### src/design/linear_probe_method_cache_defines.svh
// assertion macros shared by the cache block
`ifndef LINEAR_PROBE_METHOD_CACHE_DEFINES_SVH
`define LINEAR_PROBE_METHOD_CACHE_DEFINES_SVH

// same-cycle implication, checked outside reset
`define LPMC_ASSERT_NOW(lbl, ante, cons, msg) \
    lbl: assert property (@(posedge i_clk) disable iff (!i_rst_n) \
        (ante) |-> (cons)) else $error(msg);

// next-cycle implication, checked outside reset
`define LPMC_ASSERT_NEXT(lbl, ante, cons, msg) \
    lbl: assert property (@(posedge i_clk) disable iff (!i_rst_n) \
        (ante) |=> (cons)) else $error(msg);

`endif

### src/design/lpmc_pkg.sv
package lpmc_pkg;

    localparam int TABLE_SLOTS = 16;
    localparam int NUM_TABLES  = 16;
    localparam int HOME_SHIFT  = 4;

    localparam int KEY_W      = 64;
    localparam int SLOT_SEL_W = 4;
    localparam int SLOT_SEL_N = 1 << SLOT_SEL_W;
    localparam int BANK_DEPTH = NUM_TABLES * TABLE_SLOTS;
    localparam int ADDR_W     = $clog2(BANK_DEPTH);
    localparam int TBL_W      = (NUM_TABLES > 1) ? $clog2(NUM_TABLES) : 1;
    localparam int BKT_W      = $clog2(TABLE_SLOTS);

    typedef logic [2:0] t_status;
    localparam t_status ST_FOUND  = 3'd0;
    localparam t_status ST_MISS   = 3'd1;
    localparam t_status ST_STORED = 3'd2;
    localparam t_status ST_FULL   = 3'd3;
    localparam t_status ST_ZERO   = 3'd4;

    typedef logic [SLOT_SEL_N-1:0][TBL_W-1:0] t_tbl_map;

    function automatic t_tbl_map tbl_map_build();
        t_tbl_map m;
        for (int i = 0; i < SLOT_SEL_N; i++) begin
            m[i] = TBL_W'(i % NUM_TABLES);
        end
        return m;
    endfunction

    // table select folded into range
    localparam t_tbl_map TBL_MAP = tbl_map_build();

    typedef struct packed {
        logic              key_we;
        logic              val_we;
        logic [ADDR_W-1:0] addr;
        logic [KEY_W-1:0]  wkey;
        logic [KEY_W-1:0]  wval;
    } t_mem_req;

    typedef struct packed {
        logic             valid;
        t_status          status;
        logic [KEY_W-1:0] value;
    } t_result;

endpackage

### src/design/lpmc_seq.sv
module lpmc_seq (
    input  logic                    i_clk,
    input  logic                    i_rst_n,
    input  logic                    i_in_valid,
    output logic                    o_in_ready,
    input  logic                    i_kind,
    input  logic [3:0]              i_table_slot,
    input  logic [63:0]             i_key,
    input  logic [63:0]             i_fill_value,
    output lpmc_pkg::t_mem_req      o_mem_req,
    input  logic [63:0]             i_rd_key,
    input  logic [63:0]             i_rd_val,
    output lpmc_pkg::t_result       o_res,
    input  logic                    i_res_ready
);
    import lpmc_pkg::*;

    localparam logic [2:0] S_CLEAR = 3'd0;
    localparam logic [2:0] S_IDLE  = 3'd1;
    localparam logic [2:0] S_ADDR  = 3'd2;
    localparam logic [2:0] S_CMP   = 3'd3;
    localparam logic [2:0] S_DONE  = 3'd4;

    logic [2:0]        r_state, n_state;
    logic [ADDR_W-1:0] r_clr, n_clr;
    logic              r_kind, n_kind;
    logic [TBL_W-1:0]  r_tbl, n_tbl;
    logic [KEY_W-1:0]  r_key, n_key;
    logic [KEY_W-1:0]  r_val, n_val;
    logic [BKT_W-1:0]  r_bkt, n_bkt;
    logic [BKT_W-1:0]  r_cnt, n_cnt;
    t_status           r_status, n_status;
    logic [KEY_W-1:0]  r_found, n_found;

    logic [ADDR_W-1:0] probe_addr;
    logic              key_hit;
    logic              key_empty;

    assign probe_addr = ADDR_W'(int'(r_tbl) * TABLE_SLOTS + int'(r_bkt));
    assign key_hit    = (i_rd_key == r_key);
    assign key_empty  = (i_rd_key == '0);

    always_comb begin
        n_state  = r_state;
        n_clr    = r_clr;
        n_kind   = r_kind;
        n_tbl    = r_tbl;
        n_key    = r_key;
        n_val    = r_val;
        n_bkt    = r_bkt;
        n_cnt    = r_cnt;
        n_status = r_status;
        n_found  = r_found;

        o_mem_req.key_we = 1'b0;
        o_mem_req.val_we = 1'b0;
        o_mem_req.addr   = probe_addr;
        o_mem_req.wkey   = r_key;
        o_mem_req.wval   = r_val;

        case (r_state)
            S_CLEAR: begin
                // sweep every bucket to the empty marker
                o_mem_req.key_we = 1'b1;
                o_mem_req.addr   = r_clr;
                o_mem_req.wkey   = '0;
                n_clr            = r_clr + 1'b1;
                if (r_clr == ADDR_W'(BANK_DEPTH - 1)) begin
                    n_state = S_IDLE;
                end
            end
            S_IDLE: begin
                if (i_in_valid) begin
                    n_kind  = i_kind;
                    n_tbl   = TBL_MAP[i_table_slot];
                    n_key   = i_key;
                    n_val   = i_fill_value;
                    n_bkt   = BKT_W'((i_key >> HOME_SHIFT) & KEY_W'(TABLE_SLOTS - 1));
                    n_cnt   = '0;
                    n_found = '0;
                    if (i_key == '0) begin
                        n_status = ST_ZERO;
                        n_state  = S_DONE;
                    end else begin
                        n_state = S_ADDR;
                    end
                end
            end
            S_ADDR: begin
                n_state = S_CMP;
            end
            S_CMP: begin
                if (!r_kind && key_hit) begin
                    n_status = ST_FOUND;
                    n_found  = i_rd_val;
                    n_state  = S_DONE;
                end else if (!r_kind && key_empty) begin
                    n_status = ST_MISS;
                    n_state  = S_DONE;
                end else if (r_kind && (key_hit || key_empty)) begin
                    o_mem_req.key_we = 1'b1;
                    o_mem_req.val_we = 1'b1;
                    n_status         = ST_STORED;
                    n_state          = S_DONE;
                end else if (r_cnt == BKT_W'(TABLE_SLOTS - 1)) begin
                    n_status = r_kind ? ST_FULL : ST_MISS;
                    n_state  = S_DONE;
                end else begin
                    n_bkt   = (r_bkt == BKT_W'(TABLE_SLOTS - 1)) ? '0 : r_bkt + 1'b1;
                    n_cnt   = r_cnt + 1'b1;
                    n_state = S_ADDR;
                end
            end
            S_DONE: begin
                if (i_res_ready) begin
                    n_state = S_IDLE;
                end
            end
            default: begin
                n_state = S_IDLE;
            end
        endcase
    end

    always_ff @(posedge i_clk) begin
        if (!i_rst_n) begin
            r_state <= S_CLEAR;
            r_clr   <= '0;
        end else begin
            r_state <= n_state;
            r_clr   <= n_clr;
        end
    end

    always_ff @(posedge i_clk) begin
        r_kind   <= n_kind;
        r_tbl    <= n_tbl;
        r_key    <= n_key;
        r_val    <= n_val;
        r_bkt    <= n_bkt;
        r_cnt    <= n_cnt;
        r_status <= n_status;
        r_found  <= n_found;
    end

    assign o_in_ready   = (r_state == S_IDLE);
    assign o_res.valid  = (r_state == S_DONE);
    assign o_res.status = r_status;
    assign o_res.value  = r_found;

endmodule

### config.mk
export PLATFORM = sky130hd
export DESIGN_NAME = lpmc_seq
export DESIGN_NICKNAME = d
export VERILOG_FILES = /design/src/design/linear_probe_method_cache_defines.svh /design/src/design/lpmc_pkg.sv /design/src/design/lpmc_seq.sv
export SDC_FILE = /design/constraint.sdc
export NUM_CORES = 1
export LEC_CHECK = 0
export ABC_AREA = 1
export BUFFER_PORTS_ARGS = -buffer_cell sky130_fd_sc_hd__buf_2
export CAP_MARGIN = 20
export CORE_MARGIN = 3
export CORE_UTILIZATION = 30
export CTS_CLUSTER_DIAMETER = 80
export DETAILED_ROUTE_END_ITERATION = 10
export RECOVER_POWER = 100
export REMOVE_ABC_BUFFERS = 1
export SKIP_CTS_REPAIR_TIMING = 1
export SYNTH_ARGS = -nofsm -noshare
export SYNTH_HDL_FRONTEND = slang
export SYNTH_SLANG_ARGS = --single-unit
### constraint.sdc
create_clock -name i_clk -period 11.9 [get_ports i_clk]
set_input_delay 0.595 -clock i_clk [delete_from_list [all_inputs] [get_ports i_clk]]
set_output_delay 0.595 -clock i_clk [all_outputs]
set_load 0.03 [all_outputs]
==> summary.txt, run 1 <==
Yosys
  – Post-synth cell types: 29
  – Synth async-reset ratio: 0%
  – Synth Flop Type: edfxtp_1
  – Cell Area, Synth: 0.00958 mm²
  – Yosys warns: 0
  – Synth Register Bits: 219
  – EDFF count, synth: 208
  – Seq/Total Area, Yosys: 67.5%
  – Mapped Avg Cell Area: 9.91 µm²
  – Post-Syn Instances: 966
  – Synth top area share: 65.2%
  – Dominant cells by area after synthesis: edfxtp_1 65%, nand2_1 8.3%, nor2_1 8.0%
  – Synth area leader: edfxtp_1

Cells and area
  – Final #Nets: 1,720
  – Fill cell count: 3,154
  – Share of layout cells above drive strength 1: 17.6%
  – Commonest cells after routing, fill and taps aside: 264 x clkbuf_1, 215 x buf_2, 213 x nand2_1
  – Commonest non-fill, non-tap cell in the layout: clkbuf_1
  – Util after Layout: 41.4%
  – Multi-input logic area: 0.00222 mm²
  – Synthesis-to-layout area growth: 33.9%
  – FF+latch area: 0.00647 mm²
  – Final instance area: 0.0128 mm²

Timing
  – Fmax: 193 MHz
  – Final setup skew: 0.00841 ns
  – Worst slew margin: -181%
  – Tcrit/Tclk final: 43.5%
  – Total negative setup slack: 0 ns
  – Final setup fails: 0
  – Slew @ Worst Pin: 4.21 ns
  – Final Hold Viols: 0
  – Post-layout min period: 5.18 ns
  – Fin. max-slew vios: 333
  – Worst setup margin: 6.72 ns
  – RSZ-0062 raised after global routing: no

Routing
  – DR WL/cell: 15.8 µm
  – Number of iterations in the first detailed-routing pass: 5
  – Detail Route Antenna Nets: 0
  – Vias: 8,074
  – Vias per Instance: 4.32
  – Drt drc: 0
  – DRT iter0 DRCs: 383
  – Total Wirelength: 29.6 mm

Critical path
  – Crit. End Element: output pin
  – Reg-to-Reg Start: r_key[61]$_DFFE_PP_
  – Critical Path Source: r_state[1]$_SDFFE_PN0P_
  – Crit-path max FO: 59
  – Worst EP required: 11.31 ns
  – CP startpoint kind: flip-flop
  – Crit path arrival time: 4.59 ns
  – Crit path kind: flip-flop to output pin

Hold path
  – Worst Hold Class: input port to flip-flop
  – Hold path start: i_fill_value[1]

Global route
  – Largest net degree at the start of global routing: 76
  – Gr ovfl total: 0
  – First-pass GRT wire length: 43.3 mm
  – Vias in the first global route: 7,987
  – Total GRT Usage: 16.3%
  – Initial antenna violation count: 6

Pwr
  – Power per cell area: 202 mW/mm²
  – Max IR drop VDD: 0.123 mV
  – P_leak: 0.00570 µW

Flow run
  – Max-Cap Viols: 5

Status
  – Status: complete, but fails checks
  – Failing checks: max-capacitance violations, max-slew violations

Floorplan
  – Row Count: 64
  – Area of the core: 0.0310 mm²
  – Die W: 185 µm
  – Die Y: 185 µm
  – Initial Util: 30.9%
  – Die area: 0.0341 mm²
  – # IOs: 472

Clock tree
  – Num CTS Buffers: 25
  – Clk Latency, worst-skew pair: 0.52 ns
  – Max clock buf depth: 3
  – Clock-pin slew on the worst setup and hold paths: 0.06 ns
  – H-Tree Level Count: 1
  – Clk root buf: clkbuf_16
  – Clock sink count: 219
  – CTS tree: done

Place
  – HPWL after detailed placement: 23.5 mm
  – Port Buffer Count: 471
  – RD Place Congestion: 0.860
  – Placement Cell Area: 0.0124 mm²
  – Pre-CTS setup slack: 8.82 ns
-- report_power, final --
part           switching [µW]  internal (µW)  total, µW
registers                43.5            968       1010
clock network             312            431        744
logic                     655            176        831
total                    1010           1570       2590
-- logic make-up (layout without fill, tap and decap cells) --
family / after synthesis / after routing / synth area share (%)
AO/OA/AOI/OAI: 32 / 32 / 1.93
buffers and inverters: 226 / 731 / 9.07
other: 0 / 3 / 0
adder cells (fa/ha/maj): 3 / 3 / 0.392
XOR/XNOR: 11 / 11 / 1.01
AND/OR/NAND/NOR: 475 / 475 / 20.1
flip-flops: 219 / 219 / 67.5
-- critical path: stages, from the launching register on --
cell and delay (ns):
dfxtp_1 0.32, nor2_1 0.15, clkinv_1 0.13, nor2_1 0.82, clkbuf_1 1.96, nor2_1 0.27
clkbuf_1 0.33
-- through the flow --
stage / hold WS (ns) / instances / total power (µW)
finish: 0.247 / 1870 / 2590
CTS: 0.217 / 1867 / 2660
global placement: 0.472 / 1821 / 1900
floorplan: 0.455 / 949 / 1590
global route: 0.220 / 1869 / 2730
detailed placement: 0.481 / 1821 / 1900
-- layer usage --
layer / GRT usage, % / share of wire, %
met5: 0 / 0.11
met4: 5.19 / 2.7
met3: 5.62 / 9.9
met2: 29.0 / 50
met1: 18.5 / 37
-- flip-flops by register name (all words and copies together) (netlist names), 3 cells and up --
register and flops:
r_bkt 4, r_clr 8, r_cnt 4, r_found 64, r_key 64, r_state 3, r_status 3, r_tbl 4
r_val 64
-- synth_stat cells (2+ instances only) --
master,number
o21ai_0,11
nor4_1,20
inv_1,202
nor3_1,6
xor2_1,9
nor2_2,3
o21ai_1,5
inv_2,7
edfxtp_1,208
buf_2,16
nor2_1,203
xnor2_1,2
dfxtp_1,11
nand2_1,212
nor3b_1,2
nand4_1,12
ha_1,3
a21oi_1,11
nand3_1,13
-- path summary, 6_finish.rpt --
kind / endpoint / slack [ns] / depth (start not counted)
max: o_mem_req[120] / 6.72 / 6
min: r_val[1]$_DFFE_PP_ / 0.25 / 1
max reg2reg: r_found[10]$_SDFFCE_PN0P_ / 7.13 / 9
min reg2reg: r_clr[3]$_SDFFE_PN0P_ / 0.49 / 1
-- cell type report --
type / instances / share of cell area (%)
inverters: 209 / 6.12
flip-flops and latches: 219 / 50.4
well taps: 396 / 3.86
clock buffers: 28 / 4.97
multi-input cells: 521 / 17.3
repair buffers: 476 / 16.0
clock inverters: 18 / 1.21
diodes: 3 / 0.0586
Note: power is estimated with default switching activity, not from simulation.
==> inputs of run 2 (changes only) <==
ABC_AREA = 0   (was 1)
CORE_AREA = 3 3 182 184   (was unset)
CORE_MARGIN = unset   (was 3)
CORE_UTILIZATION = unset   (was 30)
DIE_AREA = 0 0 185 187   (was unset)
clock period = 4.9 ns   (was 11.9 ns; I/O delays follow)
==> run 2 against run 1 <==
The flow still finishes with violations (max-capacitance violations, max-slew violations). Count of clock-buffer cells in the layout rose by 3. Final area rose by 6.5%. Global-route usage rose by 1.6 points. Routed wire length rose by 16%. Clock skew rose by 0.0019 ns. Register-to-register slack got worse by 6.1 ns. Synthesized area fell by 6.5%. Clock power rose to 2.6 times the previous value. Non-clock buffer count rose by 135. Setup slack got worse by 5.8 ns.
==> summary.txt, run 2 <==
Routing
  – Vias: 7,606 (-5.8%)
  – Number of iterations in the first detailed-routing pass: 5 (unchanged)
  – DR WL/cell: 20.8 µm (+32%)
  – Vias per Instance: 4.63 (+7.2%)
  – Total Wirelength: 34.3 mm (+16%)
  – Detail Route Antenna Nets: 0 (unchanged)
  – DRT iter0 DRCs: 504 (+32%)
  – Drt drc: 0 (unchanged)

Critical path
  – Crit-path max FO: 73 (+24%)
  – Crit. End Element: output pin
  – Critical Path Source: r_state[1]$_SDFFE_PN0P_
  – Worst EP required: 4.66 ns (-6.65 ns)
  – Crit path kind: flip-flop to output pin
  – Reg-to-Reg Start: r_state[1]$_SDFFE_PN0P_
  – Crit path arrival time: 3.71 ns (-0.88 ns)
  – CP startpoint kind: flip-flop

Place
  – Port Buffer Count: 471 (unchanged)
  – HPWL after detailed placement: 26.1 mm (+11%)
  – Pre-CTS setup slack: 1.69 ns (-7.13 ns)
  – Placement Cell Area: 0.0118 mm² (-5.1%)
  – RD Place Congestion: 0.893 (+3.8%)

Pwr
  – P_leak: 0.00552 µW (-3.2%)
  – Power Total: 4240 µW (+64%)
  – Power per cell area: 311 mW/mm² (+54%)
  – Max IR drop VDD: 0.331 mV (+170%)

Global route
  – Met2 Use GR: 30.5% (+1.4 points)
  – Initial antenna violation count: 4 (-2)
  – Largest net degree at the start of global routing: 79 (+3.9%)
  – Total GRT Usage: 17.9% (+1.6 points)
  – Grt met3 use: 4.73% (-0.90 points)
  – GRT Max-Usage Layer: met2
  – Gr ovfl total: 0 (unchanged)
  – First-pass GRT wire length: 46.3 mm (+7.1%)
  – Met1 usage: 22.1% (+3.7 points)
  – Vias in the first global route: 7,152 (-10%)

Timing
  – Total negative setup slack: 0 ns (unchanged)
  – Post-layout min period: 3.96 ns
  – Final setup skew: 0.0103 ns (+0.00188 ns)
  – Slew @ Worst Pin: 1.68 ns (-2.53 ns)
  – Fmax: 253 MHz
  – Tcrit/Tclk final: 80.8%
  – Final setup fails: 0 (unchanged)
  – RSZ-0062 raised after global routing: no
  – Fin. max-slew vios: 90 (-73%)
  – Worst hold slack: 0.0299 ns (-0.217 ns)
  – Final Hold Viols: 0 (unchanged)
  – Worst setup margin: 0.942 ns (-5.78 ns)
  – Worst slew margin: -12.0% (+170 points)

Cells and area
  – Final #Nets: 1,488 (-13%)
  – Biggest regs: r_found: 64 flops, r_key: 64 flops, r_val: 64 flops
  – Share of layout cells above drive strength 1: 23.6% (+6.0 points)
  – Commonest cells after routing, fill and taps aside: 242 x buf_2, 232 x clkbuf_1, 208 x edfxtp_1
  – Fill cell count: 3,096 (-1.8%)
  – Multi-input logic area: 0.00235 mm² (+6.1%)
  – Commonest non-fill, non-tap cell in the layout: buf_2
  – FF+latch area: 0.00647 mm² (about the same)
  – Synthesis-to-layout area growth: 52.5%
  – Final instance area: 0.0137 mm² (+6.5%)

Clock tree
  – Clock-pin slew on the worst setup and hold paths: 0.06 ns (about the same)
  – Clk Latency, worst-skew pair: 0.52 ns (about the same)
  – Clock sink count: 219 (unchanged)
  – Clk root buf: clkbuf_16
  – H-Tree Level Count: 1 (unchanged)
  – CTS tree: done
  – Max clock buf depth: 3 (unchanged)
  – Num CTS Buffers: 26 (+4.0%)

Yosys
  – Most common cell in the netlist: edfxtp_1
  – Synth Flop Type: edfxtp_1
  – Cell Area, Synth: 0.00896 mm² (-6.5%)
  – Post-synth cell types: 36 (+24%)
  – Commonest cells post-synth: 208 x edfxtp_1, 69 x xor2_1, 68 x and3_1
  – Synth Register Bits: 219 (unchanged)
  – Post-Syn Instances: 607 (-37%)
  – Mapped Avg Cell Area: 14.8 µm² (+49%)
  – Synth async-reset ratio: 0% (unchanged)
  – Synth top area share: 69.7% (+4.5 points)
  – Yosys warns: 0 (unchanged)
  – Seq/Total Area, Yosys: 72.2% (+4.7 points)
  – Synth area leader: edfxtp_1
  – EDFF count, synth: 208 (unchanged)
  – Dominant cells by area after synthesis: edfxtp_1 70%, xor2_1 6.7%, and3_1 4.7%

Status
  – Status: complete, but fails checks
  – Failing checks: max-capacitance violations, max-slew violations

Floorplan
  – Initial Util: 28.4% (-2.5 points)
  – Area of the core: 0.0316 mm² (+1.8%)
  – Die W: 185 µm (+0.19%)
  – Row Count: 65 (+1.6%)
  – # IOs: 472 (unchanged)
  – Die area: 0.0346 mm² (+1.5%)
  – Die Y: 187 µm (+1.3%)

Hold path
  – Worst Hold Class: input port to flip-flop
  – Hold path start: i_rd_val[35]

Flow run
  – Max-Cap Viols: 3 (-2)
==> run 2: changes by cell type after synthesis, sizes merged, moves of 32 or more <==
cell	change
nand2	-181
and3	+68
inv	-205
nor4	+32
and2	+66
nor2	-193
xor2	+60
==> run 2: routing by layer <==
layer,share of wire (%),wire (µm),up-vias
met1,39,13500,3655
li1,-,-,3513
met4,3.2,1100,2
met3,7.4,2530,72
met2,50,17100,364
met5,0.038,13,-
==> run 2: worst paths after layout <==
check	endpoint	slack (ns)	cells after the start
worst max-delay path	o_mem_req[77]	0.94	4
worst min-delay path	r_found[35]$_SDFFCE_PN0P_	0.03	2
worst max register to register	r_found[24]$_SDFFCE_PN0P_	1.02	4
worst min register to register	r_clr[1]$_SDFFE_PN0P_	0.50	2
==> run 2: metrics by stage <==
stage,utilization [%],instances
after floorplan,-,581
after global placement,37.3,1460
after detailed placement,37.3,1460
after CTS,40.0,1507
after global routing,43.3,1644
final,43.3,1644
==> run 2: critical path: stages, from the launching register on <==
cell	delay (ns)
dfxtp_2	1.00
or3_1	1.28
buf_4	0.45
and2_1	0.22
buf_2	0.22
==> run 2: area by class of cell <==
cell class | instances | share of cell area, %
clock buffer | 31 | 5.06
timing repair buffer | 611 | 25.3
sequential | 219 | 47.4
inverter | 5 | 0.137
multi-input combinational | 357 | 17.2
tap | 402 | 3.68
clock inverter | 16 | 1.15
antenna | 3 | 0.0550
==> run 2: logic make-up (layout without fill, tap and decap cells) <==
logic type,Yosys count,in the layout,synth area share [%]
other cells,0,3,0
compound gates,22,22,1.56
flops,219,219,72.2
buf+inv,31,663,1.31
xor+xnor,72,72,7.04
fa+ha+maj,3,3,0.419
simple gates,260,260,17.5
==> run 2: where the power goes <==
group          leakage (µW)  total (µW)  internal (µW)  switching (µW)
logic               0.00304         290            159             131
registers           0.00207        2040           2040            4.25
clock network      0.000412        1910           1160             747
total               0.00552        4240           3360             882
==> inputs of run 3 (changes only) <==
clock period = 3.2 ns   (was 4.9 ns; I/O delays follow)
==> run 3 against run 2 <==
The run still ends with max-capacitance violations, max-slew violations left. Register-to-register slack worse by 0.81 ns. Clock skew up 0.016 ns. Combinational power up 76%. Routed wire length up 3.2%. Largest cell class unchanged.
==> summary.txt, run 3 (same netlist as run 2, synthesis figures left out) <==
Timing
  – Post-layout min period: 3.05 ns
  – Total negative setup slack: 0 ns (unchanged)
  – Fin. max-slew vios: 134 (+49%)
  – Final setup fails: 0 (unchanged)
  – Final Hold Viols: 0 (unchanged)
  – Worst slew margin: -31.7% (-20 points)
  – Final setup skew: 0.0259 ns (+0.0156 ns)
  – RSZ-0062 raised after global routing: no
  – Worst setup margin: 0.152 ns (-0.790 ns)
  – Slew @ Worst Pin: 1.98 ns (+0.296 ns)
  – Fmax: 328 MHz
  – Tcrit/Tclk final: 95.2%

Critical path
  – Worst EP required: 3.04 ns (-1.62 ns)
  – Crit. End Element: output pin
  – CP startpoint kind: flip-flop
  – Crit path arrival time: 2.89 ns (-0.82 ns)
  – Crit path kind: flip-flop to output pin
  – Crit-path max FO: 5 (-93%)

Place
  – Port Buffer Count: 471 (unchanged)
  – Pre-CTS setup slack: 0.369 ns (-1.32 ns)
  – RD Place Congestion: 0.885 (-0.94%)
  – HPWL after detailed placement: 26.1 mm (about the same)

Hold path
  – Worst Hold Class: input port to flip-flop

Clock tree
  – CTS tree: done
  – Clk Latency, worst-skew pair: 0.54 ns (+0.02 ns)
  – Clock sink count: 219 (unchanged)
  – Max clock buf depth: 3 (unchanged)
  – Clock-pin slew on the worst setup and hold paths: 0.06 ns (about the same)
  – Num CTS Buffers: 26 (unchanged)
  – H-Tree Level Count: 1 (unchanged)
  – Clk root buf: clkbuf_16

Floorplan
  – Die W: 185 µm (unchanged)
  – Area of the core: 0.0316 mm² (unchanged)
  – Initial Util: 28.4% (unchanged)
  – Die Y: 187 µm (unchanged)
  – Die area: 0.0346 mm² (unchanged)
  – # IOs: 472 (unchanged)
  – Row Count: 65 (unchanged)

Pwr
  – Pint: 5190 µW (+54%)
  – Comb pwr share: 7.8% (+1.0 points)
  – P_sw: 1400 µW (+58%)
  – Switching part of the total: 21.2% (+0.41 points)
  – P_leak: 0.00577 µW (+4.6%)
  – Max IR drop VDD: 0.423 mV (+28%)
  – Sequential share of power: 47.6% (-0.6 points)
  – Power per cell area: 459 mW/mm² (+48%)
  – Clock power share: 44.7% (-0.2 points)

Global route
  – Gr ovfl total: 0 (unchanged)
  – Total GRT Usage: 18.1% (+0.21 points)
  – First-pass GRT wire length: 47.0 mm (+1.4%)
  – Initial antenna violation count: 1 (-3)
  – Vias in the first global route: 7,386 (+3.3%)
  – Largest net degree at the start of global routing: 134 (+70%)

Cells and area
  – Commonest non-fill, non-tap cell in the layout: clkbuf_1
  – Synthesis-to-layout area growth: 60.1%
  – N_diodes: 0 (-3)
  – Share of layout cells above drive strength 1: 22.5% (-1.2 points)
  – Biggest regs: r_found: 64 flops, r_key: 64 flops, r_val: 64 flops
  – Final #Nets: 1,559 (+4.8%)
  – Fill cell count: 3,006 (-2.9%)
  – Util after Layout: 45.4% (+2.2 points)
  – Commonest cells after routing, fill and taps aside: 241 x clkbuf_1, 233 x buf_2, 208 x edfxtp_1

Routing
  – Vias: 7,935 (+4.3%)
  – DRT iter0 DRCs: 505 (+0.20%)
  – Vias per Instance: 4.64 (+0.24%)
  – Number of iterations in the first detailed-routing pass: 5 (unchanged)
  – Detail Route Antenna Nets: 0 (unchanged)
  – DR WL/cell: 20.7 µm (-0.84%)
  – Total Wirelength: 35.4 mm (+3.2%)
  – Drt drc: 0 (unchanged)

Status
  – Status: complete, but fails checks
  – Failing checks: max-capacitance violations, max-slew violations

Flow run
  – Max-Cap Viols: 1 (-2)
## run 3: area by class of cell
type                    count  area, µm²  area share [%]
repair buffers            682       4130            28.8
clock buffers              29        683            4.76
inverters                   5       18.8           0.131
clock inverters            17        161            1.13
multi-input cells         357       2380            16.6
well taps                 402        503            3.51
flip-flops and latches    219       6470            45.1
## run 3: critical path: stages (launching register included)
cell and delay [ns]:
edfxtp_1 0.42, xor2_1 0.20, nor4_1 0.49, nand4_1 0.23, nor4_4 0.43, nor2_1 0.12
o21ai_1 0.21, clkbuf_2 0.24
## run 3: through the flow
stage	cells	hold WS [ns]	total power [µW]	instance area, µm²
after CTS	1512	-0.225	6470	12700
after floorplan	581	0.259	3260	8860
after detailed placement	1466	0.338	3510	11900
after global routing	1711	0.0569	6820	14300
final	1711	0.0750	6580	14300
after global placement	1466	0.336	3510	11900
## run 3: worst paths after layout
check	from	endpoint	slack, ns	cells after the start
worst min register to register	r_clr[1]$_SDFFE_PN0P_	r_clr[1]$_SDFFE_PN0P_	0.50	2
worst max register to register	r_key[51]$_DFFE_PP_	r_found[23]$_SDFFCE_PN0P_	0.21	6
worst max-delay path	r_key[51]$_DFFE_PP_	o_mem_req[137]	0.15	7
worst min-delay path	i_in_valid	r_state[1]$_SDFFE_PN0P_	0.07	4
## run 3: per-layer routing
| layer | up-vias | routed length (µm) | GRT usage, % |
|---|---|---|---|
| met5 | - | 7 | 0 |
| met4 | 2 | 1190 | 5.57 |
| met3 | 90 | 2910 | 6.09 |
| met2 | 392 | 17300 | 30.5 |
| met1 | 3791 | 14000 | 21.9 |
| li1 | 3660 | - | - |
## run 3: power groups by stage
stage / clock network (µW) / logic, µW / registers, µW
finish: 2940 / 510 / 3130
global route: 3140 / 550 / 3130
CTS: 3020 / 320 / 3130
detailed placement: 0 / 319 / 3190
global placement: 0 / 317 / 3190
floorplan: 0 / 68.7 / 3190
